File: config.mk
export PLATFORM = sky130hd
export DESIGN_NAME = usbdsc_counts
export DESIGN_NICKNAME = d
export VERILOG_FILES = /design/src/rtl/usbdsc_pkg.sv /design/src/rtl/usbdsc_counts.sv
export SDC_FILE = /design/constraint.sdc
export NUM_CORES = 2
export LEC_CHECK = 0
export ABC_CLOCK_PERIOD_IN_PS = 29100
export BUFFER_PORTS_ARGS = -buffer_cell sky130_fd_sc_hd__clkbuf_2
export CORE_MARGIN = 2
export CORE_UTILIZATION = 50
export DETAILED_ROUTE_END_ITERATION = 7
export GPL_TIMING_DRIVEN = 0
export PLACE_DENSITY = 0.73
export SLEW_MARGIN = 10
export SYNTH_ARGS = -nofsm -noshare
export SYNTH_HDL_FRONTEND = slang
export SYNTH_SLANG_ARGS = --single-unit
File: constraint.sdc
create_clock -name i_clk -period 29.1 [get_ports i_clk]
set_clock_uncertainty 0.05 [all_clocks]
set_input_delay 5.82 -clock i_clk [delete_from_list [all_inputs] [get_ports i_clk]]
set_output_delay 5.82 -clock i_clk [all_outputs]
set_load 0.02 [all_outputs]
File: src/rtl/usbdsc_pkg.sv
`timescale 1ns / 1ps
// ----------------------------------------------------------------------------
// usbdsc_pkg
// Types, codes and helpers shared by the descriptor stream checker.
// ----------------------------------------------------------------------------
package usbdsc_pkg;

    localparam int COUNT_WIDTH = 16;
    localparam int TOTAL_WIDTH = 16;
    localparam int NUM_TYPES   = 256;

    localparam logic [7:0] DT_DEVICE    = 8'd1;
    localparam logic [7:0] DT_CONFIG    = 8'd2;
    localparam logic [7:0] DT_INTERFACE = 8'd4;
    localparam logic [7:0] DT_ENDPOINT  = 8'd5;

    localparam logic [7:0] LEN_HEADER   = 8'd2;
    localparam logic [7:0] LEN_DEVICE   = 8'd18;
    localparam logic [7:0] LEN_CONFIG   = 8'd9;
    localparam logic [7:0] LEN_IFACE    = 8'd9;
    localparam logic [7:0] LEN_EP_STD   = 8'd7;
    localparam logic [7:0] LEN_EP_AUDIO = 8'd9;

    typedef enum logic [1:0] {
        PH_LEN,
        PH_TYPE,
        PH_BODY,
        PH_DROP
    } t_phase;

    typedef enum logic [2:0] {
        ST_OK       = 3'd0,
        ST_SHORT    = 3'd1,
        ST_SIZE     = 3'd2,
        ST_PART_HDR = 3'd3,
        ST_TRUNC    = 3'd4
    } t_status;

    typedef struct packed {
        logic [7:0] data_byte;
        logic       stream_last;
    } t_in_item;

    typedef struct packed {
        logic [7:0]  descriptor_type;
        logic [7:0]  descriptor_length;
        logic [2:0]  status;
        logic [15:0] type_count;
        logic [15:0] bytes_processed;
        logic        stream_done;
    } t_out_item;

    // framed descriptor, passed from the framer to the count stage
    typedef struct packed {
        t_status                status;
        logic [7:0]             dtype;
        logic [7:0]             dlen;
        logic [TOTAL_WIDTH-1:0] total;
        logic                   last;
    } t_event;

    function automatic logic size_ok(input logic [7:0] dtype, input logic [7:0] dlen);
        logic ok;
        begin
            unique case (dtype)
                DT_DEVICE:    ok = (dlen == LEN_DEVICE);
                DT_CONFIG:    ok = (dlen == LEN_CONFIG);
                DT_INTERFACE: ok = (dlen == LEN_IFACE);
                DT_ENDPOINT:  ok = (dlen == LEN_EP_STD) || (dlen == LEN_EP_AUDIO);
                default:      ok = 1'b1;
            endcase
            return ok;
        end
    endfunction

endpackage

File: src/rtl/usbdsc_counts.sv
`timescale 1ns / 1ps
// ----------------------------------------------------------------------------
// usbdsc_counts
// Per-type descriptor counters: read at event load, saturating increment
// and write back of OK results when the result moves on. Valid bits stand for reset zero.
// ----------------------------------------------------------------------------
module usbdsc_counts import usbdsc_pkg::*; (
    input  logic      i_clk,
    input  logic      i_rst_n,
    input  logic      i_load,
    input  t_event    i_ev,
    input  logic      i_adv,
    output logic      o_vld,
    output t_out_item o_item
);

    logic [COUNT_WIDTH-1:0] r_mem [NUM_TYPES];
    logic [NUM_TYPES-1:0]   r_cnt_vld;

    logic                   r_ev_vld;
    t_event                 r_ev;
    logic [COUNT_WIDTH-1:0] r_mem_q;
    logic                   r_vld_q;
    logic                   r_fwd;
    logic [COUNT_WIDTH-1:0] r_fwd_data;

    logic                   w_wr_en;
    logic [COUNT_WIDTH-1:0] w_cnt_cur;
    logic [COUNT_WIDTH-1:0] w_cnt_next;

    assign w_cnt_cur  = r_fwd ? r_fwd_data : (r_vld_q ? r_mem_q : '0);
    assign w_cnt_next = (r_ev.status != ST_OK || w_cnt_cur == {COUNT_WIDTH{1'b1}})
                        ? w_cnt_cur : w_cnt_cur + 1'b1;
    assign w_wr_en    = r_ev_vld && i_adv && (r_ev.status == ST_OK);

    always_ff @(posedge i_clk) begin
        if (w_wr_en) begin
            r_mem[r_ev.dtype] <= w_cnt_next;
        end
        if (i_load) begin
            r_mem_q    <= r_mem[i_ev.dtype];
            r_vld_q    <= r_cnt_vld[i_ev.dtype];
            r_fwd      <= w_wr_en && (r_ev.dtype == i_ev.dtype);
            r_fwd_data <= w_cnt_next;
            r_ev       <= i_ev;
        end
    end

    always_ff @(posedge i_clk) begin
        if (!i_rst_n) begin
            r_cnt_vld <= '0;
            r_ev_vld  <= 1'b0;
        end else begin
            if (w_wr_en) begin
                r_cnt_vld[r_ev.dtype] <= 1'b1;
            end
            if (i_load) begin
                r_ev_vld <= 1'b1;
            end else if (i_adv) begin
                r_ev_vld <= 1'b0;
            end
        end
    end

    assign o_vld                    = r_ev_vld;
    assign o_item.descriptor_type   = r_ev.dtype;
    assign o_item.descriptor_length = r_ev.dlen;
    assign o_item.status            = r_ev.status;
    assign o_item.type_count        = 16'(w_cnt_next);
    assign o_item.bytes_processed   = 16'(r_ev.total);
    assign o_item.stream_done       = r_ev.last;

endmodule

==> results by group <==
Run status
  • Outcome: finished with violations
  • Failing checks: antenna violations, max-capacitance violations, max-slew violations

Yosys
  • Number of distinct library cells after synthesis: 48
  • Async S/R FF share, synth: 0%
  • Number of synthesized flops with an enable pin: 4166
  • Yosys top cell area share: 73.6%
  • Seq/Total Area, Yosys: roughly three quarters
  • Post-Syn Instances: 8193
  • Yosys Warn Count: 0
  • Synthesized cell area: 0.170 mm²
  • Syn Nets: 8233
  • Top cells by area, synth: edfxtp_1, mux4_2, mux2i_1, dfxtp_1, o221ai_1
  • Syn_area_per_cell: 20.8 µm²
  • #FFs+latches synth: about 4400
  • Most used DFF post-synth: edfxtp_1
  • Biggest area consumer among synthesized cells: edfxtp_1

Global route
  • Largest net degree at the start of global routing: 81
  • Grt ovf: 0
  • Total GRT Usage: a little under 30%
  • Number of global-route vias before repair: 91564
  • Initial antenna violation count: 32
  • Global-route wire length before repair: between 700000 and 800000 µm

Power and ir drop
  • PwrDens: ~69 mW/mm²
  • Int Pwr: 10600 µW
  • Reg power frac: between 50% and 60%
  • Combinational power share: 7.4%
  • Clock power share: 40.5%
  • Switch share: 22.4%
  • Max VDD drop: 0.0808 mV
  • Total Power: 13600 µW
  • Leak: 0.0640 µW
  • Switching Power: 3060 µW

Floorplan
  • Initial Utilization: 50.1%
  • Row cnt: 214
  • CORE AREA: 0.339 mm²
  • Die width: slightly below 600 µm
  • Die Footprint: 0.345 mm²
  • Die Span Y: around 600 µm
  • Ports: a little over 90

Clock tree
  • Sink Count: 4423
  • CTS tree: done
  • CTS buffer count: approximately 420
  • Post_cts resized: 0
  • Post-CTS setup repair buffer count: 0
  • CTS Root Cell: clkbuf_16
  • Worst-path clk slew: 0.06 ns
  • Max clock buf depth: 4
  • Post-CTS Hold Fix Bufs: 0
  • Worst skew pair latency: approximately 0.97 ns
  • H-tree levels: 5

STA
  • Hold Violations, Final: 0
  • Fmax: 85.2 MHz
  • Fin Hold WS: just over 0.4 ns
  • RSZ-0062 raised after global routing: no
  • Final Max Slew Viols: 4
  • Period Utilization, post-route: 40.4%
  • Final Critical Period: 11.74 ns
  • Total negative slack: 0 ns
  • Relative slew slack: -3.53%
  • Measured slew at the worst slew-check pin: 1.55 ns
  • Final setup viols: 0

Placement
  • Final GP Congestion: ~1
  • Placement Cell Area: 0.184 mm²
  • Detailed placement HPWL: about 370000 µm
  • PortBufs: about 90
  • Inst Count DP: 13270

Critical path
  • Critical-path top delay cell: o31ai_1
  • Worst-path fanout max: 21
  • Worst setup startpoint: r_fwd$_DFFE_PP_
  • Crit path required time: 23.23 ns
  • R2r setup slk: about 24 ns
  • Most frequent cell on the critical path: buf_6
  • R2R Path Start: r_fwd$_DFFE_PP_
  • Critical Path Sink Type: primary output
  • Slowest stage delay, CP: 1.04 ns
  • CP arrival: roughly 6 ns
  • Critical Path Start Type: flop
  • Kind of critical path: reg2out
  • Crit-path cells: buf_2 -> o21ai_0 -> nand4_1 -> o31ai_1 -> a21oi_1 -> xnor2_2 -> buf_6 -> buf_6 -> buf_6 -> buf_6 -> clkbuf_2

Routing
  • Drt first pass iters: 7
  • Vias: around 94000
  • Wire length per cell: around 36 µm
  • Via/cell ratio: between 6 and 7
  • Residual antenna-violating net count after detailed routing: 1
  • DRC: 0
  • DRT Wirelength: 513000 µm
  • Iter 0 DRT Violations: 16108

Cells and area
  • Layout cells sized above 1: a little over a quarter
  • Final #Nets: about 9200
  • Storage cell area: 0.130 mm²
  • Area used by multi-input combinational logic: 0.0379 mm²
  • Filler cells: 23571
  • Layout area overhead: 16.5%
  • Fin area: 0.198 mm²
  • Non-filler instance count after layout: 14069

Job
  • Max-Cap Viols: 3

Min path
  • Hold path start: r_cnt_vld[50]$_SDFFE_PN0P_
  • Hold Crit Class: reg2reg
per-stage QoR:
step           utilization (%)  setup WS [ns]
6_report                  58.4          17.36
5_1_grt                   58.4          17.04
4_1_cts                   58.4          17.39
3_5_place_dp              54.3          17.36
3_3_place_gp              51.9           2.36
2_1_floorplan                -          13.70
synth_stat cells (10+ instances only):
master    instances
a21oi_1         244
edfxtp_1       4166
mux2i_1         642
o21ai_0          31
clkbuf_1        298
a22o_1           37
o32ai_1          17
a211oi_1         18
nor2_1          270
nor4_1           30
nand4_1          16
mux2_2           34
o31ai_1          18
o21a_1          260
nand3_1          30
buf_2            62
xnor2_1          15
a221oi_1         17
nor3_1          102
mux4_2          852
buf_4            55
a22oi_1          17
buf_1            18
nand2_1          82
buf_6            60
dfxtp_1         257
buf_8            10
o22ai_1         138
nor2b_1          10
o221ai_1        332
routing by layer:
layer / up-vias / global-route usage, % / routed length (µm)
met5: - / 0 / 142
met4: 20 / 18.3 / 38900
met3: 1490 / 8.22 / 67100
met2: 7384 / 44.3 / 232000
met1: 48240 / 37.7 / 175000
li1: 36529 / - / -
power by group through the flow:
stage / clock network [µW] / logic, µW / registers [µW]
final: 5530 / 1010 / 7100
after detailed placement: 0 / 975 / 7240
after CTS: 5540 / 980 / 7100
after global placement: 0 / 831 / 7450
after global routing: 5780 / 1030 / 7100
after floorplan: 0 / 447 / 7340
registers in the layout, indices dropped and copies added, names as in the netlist:
register,cells
r_mem,4096
r_fwd_data,16
r_vld_q,1
o_vld,1
o_item,36
r_mem_q,16
r_fwd,1
r_cnt_vld,256
layout by cell type, fill, tap and decap left out, types with 16 or more instances in the layout:
master	count
nor2_2	256
a21oi_1	244
buf_4	57
buf_12	61
clkbuf_2	123
a22o_1	37
buf_2	63
buf_1	17
o21a_1	259
mux4_2	852
diode_2	26
mux2i_1	642
o22ai_1	138
bufinv_16	43
nand3_1	30
o32ai_1	17
clkbuf_1	361
clkinvlp_4	16
clkbuf_16	426
a211oi_1	18
clkinv_1	58
buf_16	35
a22oi_1	17
mux2_2	34
nand4_1	16
clkbuf_8	46
a221oi_1	17
nor4_1	22
clkinv_2	73
edfxtp_1	4166
nor3_1	95
nand2_1	82
dfxtp_1	257
buf_6	172
o221ai_1	332
o21ai_0	31
buf_8	258
cell families after synthesis:
group                  synth area share (%)
flip-flops                             76.6
AO/OA/AOI/OAI                          4.83
XOR/XNOR                             0.0927
multiplexers                           15.3
AND/OR/NAND/NOR                        1.50
buffers and inverters                  1.70
final timing paths:
path | end | depth (start not counted)
max | o_item[19] | 11
min | r_cnt_vld[50]$_SDFFE_PN0P_ | 1
max reg2reg | r_mem[213][2]$_DFFE_PP_ | 11
min reg2reg | r_cnt_vld[50]$_SDFFE_PN0P_ | 1
critical path: cells and delay by family (launching register included):
kind	cells	cell delay (ns)
AOI/OAI and AO/OA	3	1.80
xor gates and xnor gates	1	0.87
buffers and inverters	6	1.41
DFF	1	0.48
and+or+nand+nor	1	0.28
area by class of cell:
cell class | count | share of cell area [%]
sequential | 4423 | 65.7
multi-input combinational | 3255 | 19.1
clock buffer | 568 | 5.88
timing repair buffer | 542 | 3.79
tap | 4536 | 2.86
buffer | 510 | 1.47
clock inverter | 204 | 1.09
antenna | 26 | 0.0328
inverter | 5 | 0.00947
No activity file was read; power rests on OpenSTA's default activity.
