File: config.mk
export PLATFORM = sky130hd
export DESIGN_NAME = usbdsc_framer
export DESIGN_NICKNAME = d
export VERILOG_FILES = /design/src/rtl/usbdsc_pkg.sv /design/src/rtl/usbdsc_framer.sv
export SDC_FILE = /design/constraint.sdc
export NUM_CORES = 1
export LEC_CHECK = 0
export BUFFER_PORTS_ARGS = -buffer_cell sky130_fd_sc_hd__buf_4
export CORE_MARGIN = 2
export CORE_UTILIZATION = 45
export CTS_CLUSTER_DIAMETER = 50
export DETAILED_ROUTE_END_ITERATION = 8
export PLACE_DENSITY = 0.69
export REMOVE_ABC_BUFFERS = 1
export SYNTH_ARGS = -nofsm -noshare
export SYNTH_HDL_FRONTEND = slang
export SYNTH_SLANG_ARGS = --single-unit
File: constraint.sdc
create_clock -name i_clk -period 2.8 [get_ports i_clk]
set_input_delay 0.56 -clock i_clk [delete_from_list [all_inputs] [get_ports i_clk]]
set_output_delay 0.56 -clock i_clk [all_outputs]
set_load 0.005 [all_outputs]
File: src/rtl/usbdsc_pkg.sv
`timescale 1ns / 1ps
// ----------------------------------------------------------------------------
// usbdsc_pkg
// Types, codes and helpers shared by the descriptor stream checker.
// ----------------------------------------------------------------------------
package usbdsc_pkg;

    localparam int COUNT_WIDTH = 16;
    localparam int TOTAL_WIDTH = 16;
    localparam int NUM_TYPES   = 256;

    localparam logic [7:0] DT_DEVICE    = 8'd1;
    localparam logic [7:0] DT_CONFIG    = 8'd2;
    localparam logic [7:0] DT_INTERFACE = 8'd4;
    localparam logic [7:0] DT_ENDPOINT  = 8'd5;

    localparam logic [7:0] LEN_HEADER   = 8'd2;
    localparam logic [7:0] LEN_DEVICE   = 8'd18;
    localparam logic [7:0] LEN_CONFIG   = 8'd9;
    localparam logic [7:0] LEN_IFACE    = 8'd9;
    localparam logic [7:0] LEN_EP_STD   = 8'd7;
    localparam logic [7:0] LEN_EP_AUDIO = 8'd9;

    typedef enum logic [1:0] {
        PH_LEN,
        PH_TYPE,
        PH_BODY,
        PH_DROP
    } t_phase;

    typedef enum logic [2:0] {
        ST_OK       = 3'd0,
        ST_SHORT    = 3'd1,
        ST_SIZE     = 3'd2,
        ST_PART_HDR = 3'd3,
        ST_TRUNC    = 3'd4
    } t_status;

    typedef struct packed {
        logic [7:0] data_byte;
        logic       stream_last;
    } t_in_item;

    typedef struct packed {
        logic [7:0]  descriptor_type;
        logic [7:0]  descriptor_length;
        logic [2:0]  status;
        logic [15:0] type_count;
        logic [15:0] bytes_processed;
        logic        stream_done;
    } t_out_item;

    // framed descriptor, passed from the framer to the count stage
    typedef struct packed {
        t_status                status;
        logic [7:0]             dtype;
        logic [7:0]             dlen;
        logic [TOTAL_WIDTH-1:0] total;
        logic                   last;
    } t_event;

    function automatic logic size_ok(input logic [7:0] dtype, input logic [7:0] dlen);
        logic ok;
        begin
            unique case (dtype)
                DT_DEVICE:    ok = (dlen == LEN_DEVICE);
                DT_CONFIG:    ok = (dlen == LEN_CONFIG);
                DT_INTERFACE: ok = (dlen == LEN_IFACE);
                DT_ENDPOINT:  ok = (dlen == LEN_EP_STD) || (dlen == LEN_EP_AUDIO);
                default:      ok = 1'b1;
            endcase
            return ok;
        end
    endfunction

endpackage

File: src/rtl/usbdsc_framer.sv
`timescale 1ns / 1ps
// ----------------------------------------------------------------------------
// usbdsc_framer
// Frames the byte stream by length and type byte, checks sizes, keeps the
// per-stream byte total and flags each finished or failed descriptor.
// ----------------------------------------------------------------------------
module usbdsc_framer import usbdsc_pkg::*; (
    input  logic     i_clk,
    input  logic     i_rst_n,
    input  logic     i_fire,
    input  t_in_item i_item,
    output logic     o_ev_vld,
    output t_event   o_ev
);

    localparam int SUM_WIDTH = TOTAL_WIDTH + 1;

    t_phase                 r_phase, n_phase;
    logic [7:0]             r_len, n_len;
    logic [7:0]             r_type, n_type;
    logic [7:0]             r_rem, n_rem;
    logic [TOTAL_WIDTH-1:0] r_total, n_total;

    logic [7:0]             w_b;
    logic                   w_last;
    logic [7:0]             w_rem_dec;
    logic [7:0]             w_fin_type;
    logic                   w_size_ok;
    logic [SUM_WIDTH-1:0]   w_sum;
    logic [TOTAL_WIDTH-1:0] w_total_sat;

    assign w_b        = i_item.data_byte;
    assign w_last     = i_item.stream_last;
    assign w_rem_dec  = (r_rem != 8'd0) ? r_rem - 8'd1 : r_rem;
    assign w_fin_type = (r_phase == PH_TYPE) ? w_b : r_type;
    assign w_size_ok  = size_ok(w_fin_type, r_len);
    assign w_sum      = SUM_WIDTH'(r_total) + SUM_WIDTH'(r_len);
    assign w_total_sat = w_sum[TOTAL_WIDTH] ? {TOTAL_WIDTH{1'b1}} : w_sum[TOTAL_WIDTH-1:0];

    // next state
    always_comb begin
        n_phase = r_phase;
        n_len   = r_len;
        n_type  = r_type;
        n_rem   = r_rem;
        n_total = r_total;
        unique case (r_phase)
            PH_LEN: begin
                n_len   = w_b;
                n_type  = 8'd0;
                n_phase = PH_TYPE;
            end
            PH_TYPE: begin
                n_type = w_b;
                if (r_len < LEN_HEADER) begin
                    n_phase = PH_DROP;
                end else if (r_len == LEN_HEADER) begin
                    if (w_size_ok) begin
                        n_total = w_total_sat;
                        n_phase = PH_LEN;
                    end else begin
                        n_phase = PH_DROP;
                    end
                end else begin
                    n_rem   = r_len - LEN_HEADER;
                    n_phase = PH_BODY;
                end
            end
            PH_BODY: begin
                n_rem = w_rem_dec;
                if (w_rem_dec == 8'd0) begin
                    if (w_size_ok) begin
                        n_total = w_total_sat;
                        n_phase = PH_LEN;
                    end else begin
                        n_phase = PH_DROP;
                    end
                end
            end
            PH_DROP: begin
                n_phase = PH_DROP;
            end
            default: begin
                n_phase = PH_LEN;
            end
        endcase
        // stream end overrides everything
        if (w_last) begin
            n_phase = PH_LEN;
            n_total = '0;
            n_rem   = 8'd0;
        end
    end

    // event outputs
    always_comb begin
        o_ev_vld     = 1'b0;
        o_ev.status  = ST_OK;
        o_ev.dtype   = r_type;
        o_ev.dlen    = r_len;
        o_ev.total   = r_total;
        o_ev.last    = w_last;
        unique case (r_phase)
            PH_LEN: begin
                o_ev.dtype = 8'd0;
                o_ev.dlen  = w_b;
                if (w_last) begin
                    o_ev_vld    = 1'b1;
                    o_ev.status = ST_PART_HDR;
                end
            end
            PH_TYPE: begin
                o_ev.dtype = w_b;
                if (r_len < LEN_HEADER) begin
                    o_ev_vld    = 1'b1;
                    o_ev.status = ST_SHORT;
                end else if (r_len == LEN_HEADER) begin
                    o_ev_vld    = 1'b1;
                    o_ev.status = w_size_ok ? ST_OK : ST_SIZE;
                    o_ev.total  = w_size_ok ? w_total_sat : r_total;
                end else if (w_last) begin
                    o_ev_vld    = 1'b1;
                    o_ev.status = ST_TRUNC;
                end
            end
            PH_BODY: begin
                if (w_rem_dec == 8'd0) begin
                    o_ev_vld    = 1'b1;
                    o_ev.status = w_size_ok ? ST_OK : ST_SIZE;
                    o_ev.total  = w_size_ok ? w_total_sat : r_total;
                end else if (w_last) begin
                    o_ev_vld    = 1'b1;
                    o_ev.status = ST_TRUNC;
                end
            end
            default: begin
                o_ev_vld = 1'b0;
            end
        endcase
    end

    always_ff @(posedge i_clk) begin
        if (!i_rst_n) begin
            r_phase <= PH_LEN;
            r_len   <= 8'd0;
            r_type  <= 8'd0;
            r_rem   <= 8'd0;
            r_total <= '0;
        end else if (i_fire) begin
            r_phase <= n_phase;
            r_len   <= n_len;
            r_type  <= n_type;
            r_rem   <= n_rem;
            r_total <= n_total;
        end
    end

endmodule

==> impl_results.md <==
* Status: finished, violations left
* Violated checks: setup timing
* Max FO, Critical Path at 12
* Post-synth cell types at 74
* Clock sink count at 42
* Clock period minus worst slack at 3300 ps
* Post-synth EDFFs at 0
* Hold slack at 485 ps
* Cell total after placement at 703
* Hold path depth at 2
* First-pass GRT wire length at 19.7 mm
* Skew final at 18.3 ps
* Pwr Density at 304 mW/mm²
* CTS clk-pin slew, worst paths at 100 ps
* Root buf cell: clkbuf_8
* CTS tree: built
* Top FF cell, synth: dfxtp_1
* Vert. Die Dim at 92.7 µm
* Residual DRC count at 0
* Rows at 32
* HP Start: r_total[7]
* Die width at 92.7 µm
* H-tree lvl count at 2
* DRT iter0 DRCs at 320
* Endpoints failing setup at 19
* Cell mode on critical path: o21ai_2
* Post-synth top area cell: dfxtp_1
* Worst reg2reg setup slack at 80 ps
* CP top delay family: compound AO/OA/AOI/OAI gates
* Max incr delay on CP at 490 ps
* Slew Limit Fails at 0
* Post-Route WL at 12.4 mm
* CP Capture Type: output port
* Slowest CP cell: a2111o_1
* Vias per inst at 6.00
* Core Footprint at 0.00769 mm²
* Crit-path cells: inv_2 -> ha_4 -> and3b_1 -> o211ai_1 -> o2111ai_2 -> o21ai_2 -> a2111o_1 -> buf_6 -> buf_16 -> o21ai_2 -> nand2_1 -> buf_4
* Met3 Resource Use GR at 3.50%
* Boundary Pins at 49
* Min-delay worst type: reg2reg
* Via count at 4,353
* Worst-Margin Slew at 638 ps
* Clock buffer depth at 2
* CP Launch Type: register
* Antenna-violating nets left at 0
* Fmax at 303 MHz
* Worst Reg2Reg Path Length in Cells at 13
* Final WS setup at -499 ps
* Largest net degree at the start of global routing at 29
* Syn Area/Cell at 7.29 µm²
* Synth Instances at 486
* Maxcap violations at 0
* Area after DPL at 0.00461 mm²
* Synth warnings at 0
* Global routing usage on met1 at 34.4%
* Grt peak-use layer: met2
* Initial antenna violation count at 0
* Place WS at -302 ps
* Placer Congestion at 0.887
* Setup CP Type: reg2out
* Max transition margin at 57.2%
* Initial Util at 46.1%
* Endpoint, Worst Hold: r_total[7]
* Vias in the first global route at 4,219
* Wirelength per Cell at 17.1 µm
* # port buffers at 48
* CP arrival at 2740 ps
* FF+latch count, synth at 42
* Final period utilization at 118%
* VDD IR-drop max at 0.000259 V
* Total GRT Usage at 28.3%
* Cell area after synthesis at 0.00354 mm²
* Sequential element share of the synthesized area at 23.7%
* Worst skew pair latency at 320 ps
* Finished Cell Area at 0.00522 mm²
* Total grt overflow at 0
* CTS buffer count at 5
* Cts hold-fix bufs at 0
* Reg2reg end: r_total[5]
* GR Util met2 at 50.5%
* Bufs and invs on worst path at 4
* Leak Pwr at 2.20 nW
* Fin. Hold Viols at 0
* Post-Layout Cell Count at 726
* Area grow syn2layout at 47.3%
* DRT Pass-1 Iters at 5
* Crit path required time at 2240 ps
* Ant. Diodes at 0
* Synth async-reset ratio at 0%
* Worst reg2reg path startpoint: r_phase[1]
* Synth top area cells: dfxtp_1 24%, nand2_1 7.4%, ha_1 5.3%
* Fraction of layout cells with a size suffix above 1 at 38.9%
* RSZ-0062 raised after global routing: yes
* Die ar. at 0.00860 mm²
* Final nets at 651
* Post-DP HPWL at 8.51 mm
* Share of the synthesized area in the top cell type at 23.7%
* Power Total at 1.59 mW
[logic make-up after synthesis]
kind of cell | count (synthesis) | synth area share, %
compound gates | 154 | 29.5
xor+xnor | 12 | 2.97
fa+ha+maj | 16 | 5.86
buf+inv | 49 | 6.78
flops | 42 | 23.7
mux | 7 | 2.15
simple gates | 206 | 29.0
[how the worst max path moves through the flow]
stage / endpoint / cells past startpoint / slack (ps) / start
after floorplan: o_ev[14] / 9 / -250 / r_rem[0]
after global placement: o_ev[14] / 12 / -190 / r_phase[1]
after detailed placement: o_ev[14] / 11 / -300 / r_phase[1]
after CTS: o_ev[14] / 13 / -450 / r_phase[1]
after global routing: o_ev[14] / 11 / -630 / r_phase[1]
final: o_ev[9] / 12 / -500 / r_phase[1]
[timing repair]
| item | in CTS | in global routing |
|---|---|---|
| resized for setup | 56 | 42 |
| setup buffers | 11 | 2 |
| setup endpoints to repair | 19 | 28 |
| cloned | 2 | 0 |
| pin swaps | 19 | 10 |
[report_power, final]
group          total [mW]  switching (mW)  internal (mW)  leakage [nW]
sequential          0.640          0.0263          0.613         0.344
combinational       0.511           0.261          0.249          1.82
clock               0.435           0.256          0.179        0.0408
[registers in the layout (all words and copies together), names as in the netlist]
| signal | cells |
|---|---|
| r_type | 8 |
| r_phase | 2 |
| r_rem | 8 |
| r_len | 8 |
| r_total | 16 |
[cells in the final DEF (no fill, tap or decap), types with 7 or more instances in the layout]
cell	instances
buf_4	141
nand2_1	63
nor2_1	47
dfxtp_1	34
o21ai_0	26
a21oi_1	21
nor3_1	20
buf_6	17
inv_1	14
nand3_1	13
o211ai_1	12
ha_1	11
nand2b_1	9
dfxtp_2	8
o21ai_2	7
o22ai_1	7
a22oi_1	7
[per-stage QoR]
stage / utilization [%] / TNS (ps)
6_report: 67.9 / -7170
4_1_cts: 65.5 / -6530
3_3_place_gp: 59.9 / -2400
5_1_grt: 67.9 / -9690
3_5_place_dp: 59.9 / -3560
2_1_floorplan: - / -1770
[cells in the mapped netlist, types with 3 or more instances]
library cell   n
inv_1         17
xor2_1         6
a22oi_1        7
and2_1         5
xnor2_1        6
o31ai_1        4
a22o_1         5
mux2_2         5
nand2_1       70
nor2_1        50
o21ai_0       32
a31oi_1        7
o2bb2ai_1      5
a211oi_1       4
o21a_1         3
clkbuf_1      19
and3_1         4
buf_6          6
nand2b_1       9
o211ai_1      12
nand3_1       15
nor3b_1        6
o32ai_1        3
o22ai_1        8
ha_1          15
nor3_1        21
a21o_1         5
o21ai_1        6
a21oi_1       26
dfxtp_1       42
nor4_1         5
[tightest hold or removal path: cells and delay by family (launching register included)]
kind | cells | cell delay [ps]
DFF | 1 | 340
AOI/OAI and AO/OA | 1 | 50
and+or+nand+nor | 1 | 60
[layer usage]
layer,up-vias,part of all wire (%)
met3,42,5.6
li1,2054,-
met1,2083,42
met4,0,3.5
met5,-,0
met2,174,49
[layout make-up]
class | count | area (µm²)
sequential | 42 | 851
multi-input combinational | 395 | 2780
inverter | 18 | 67.6
fill | 643 | 2470
timing repair buffer | 161 | 1300
clock inverter | 3 | 23.8
clock buffer | 5 | 68.8
tap | 102 | 128
Power figures use the tool's default switching activity.
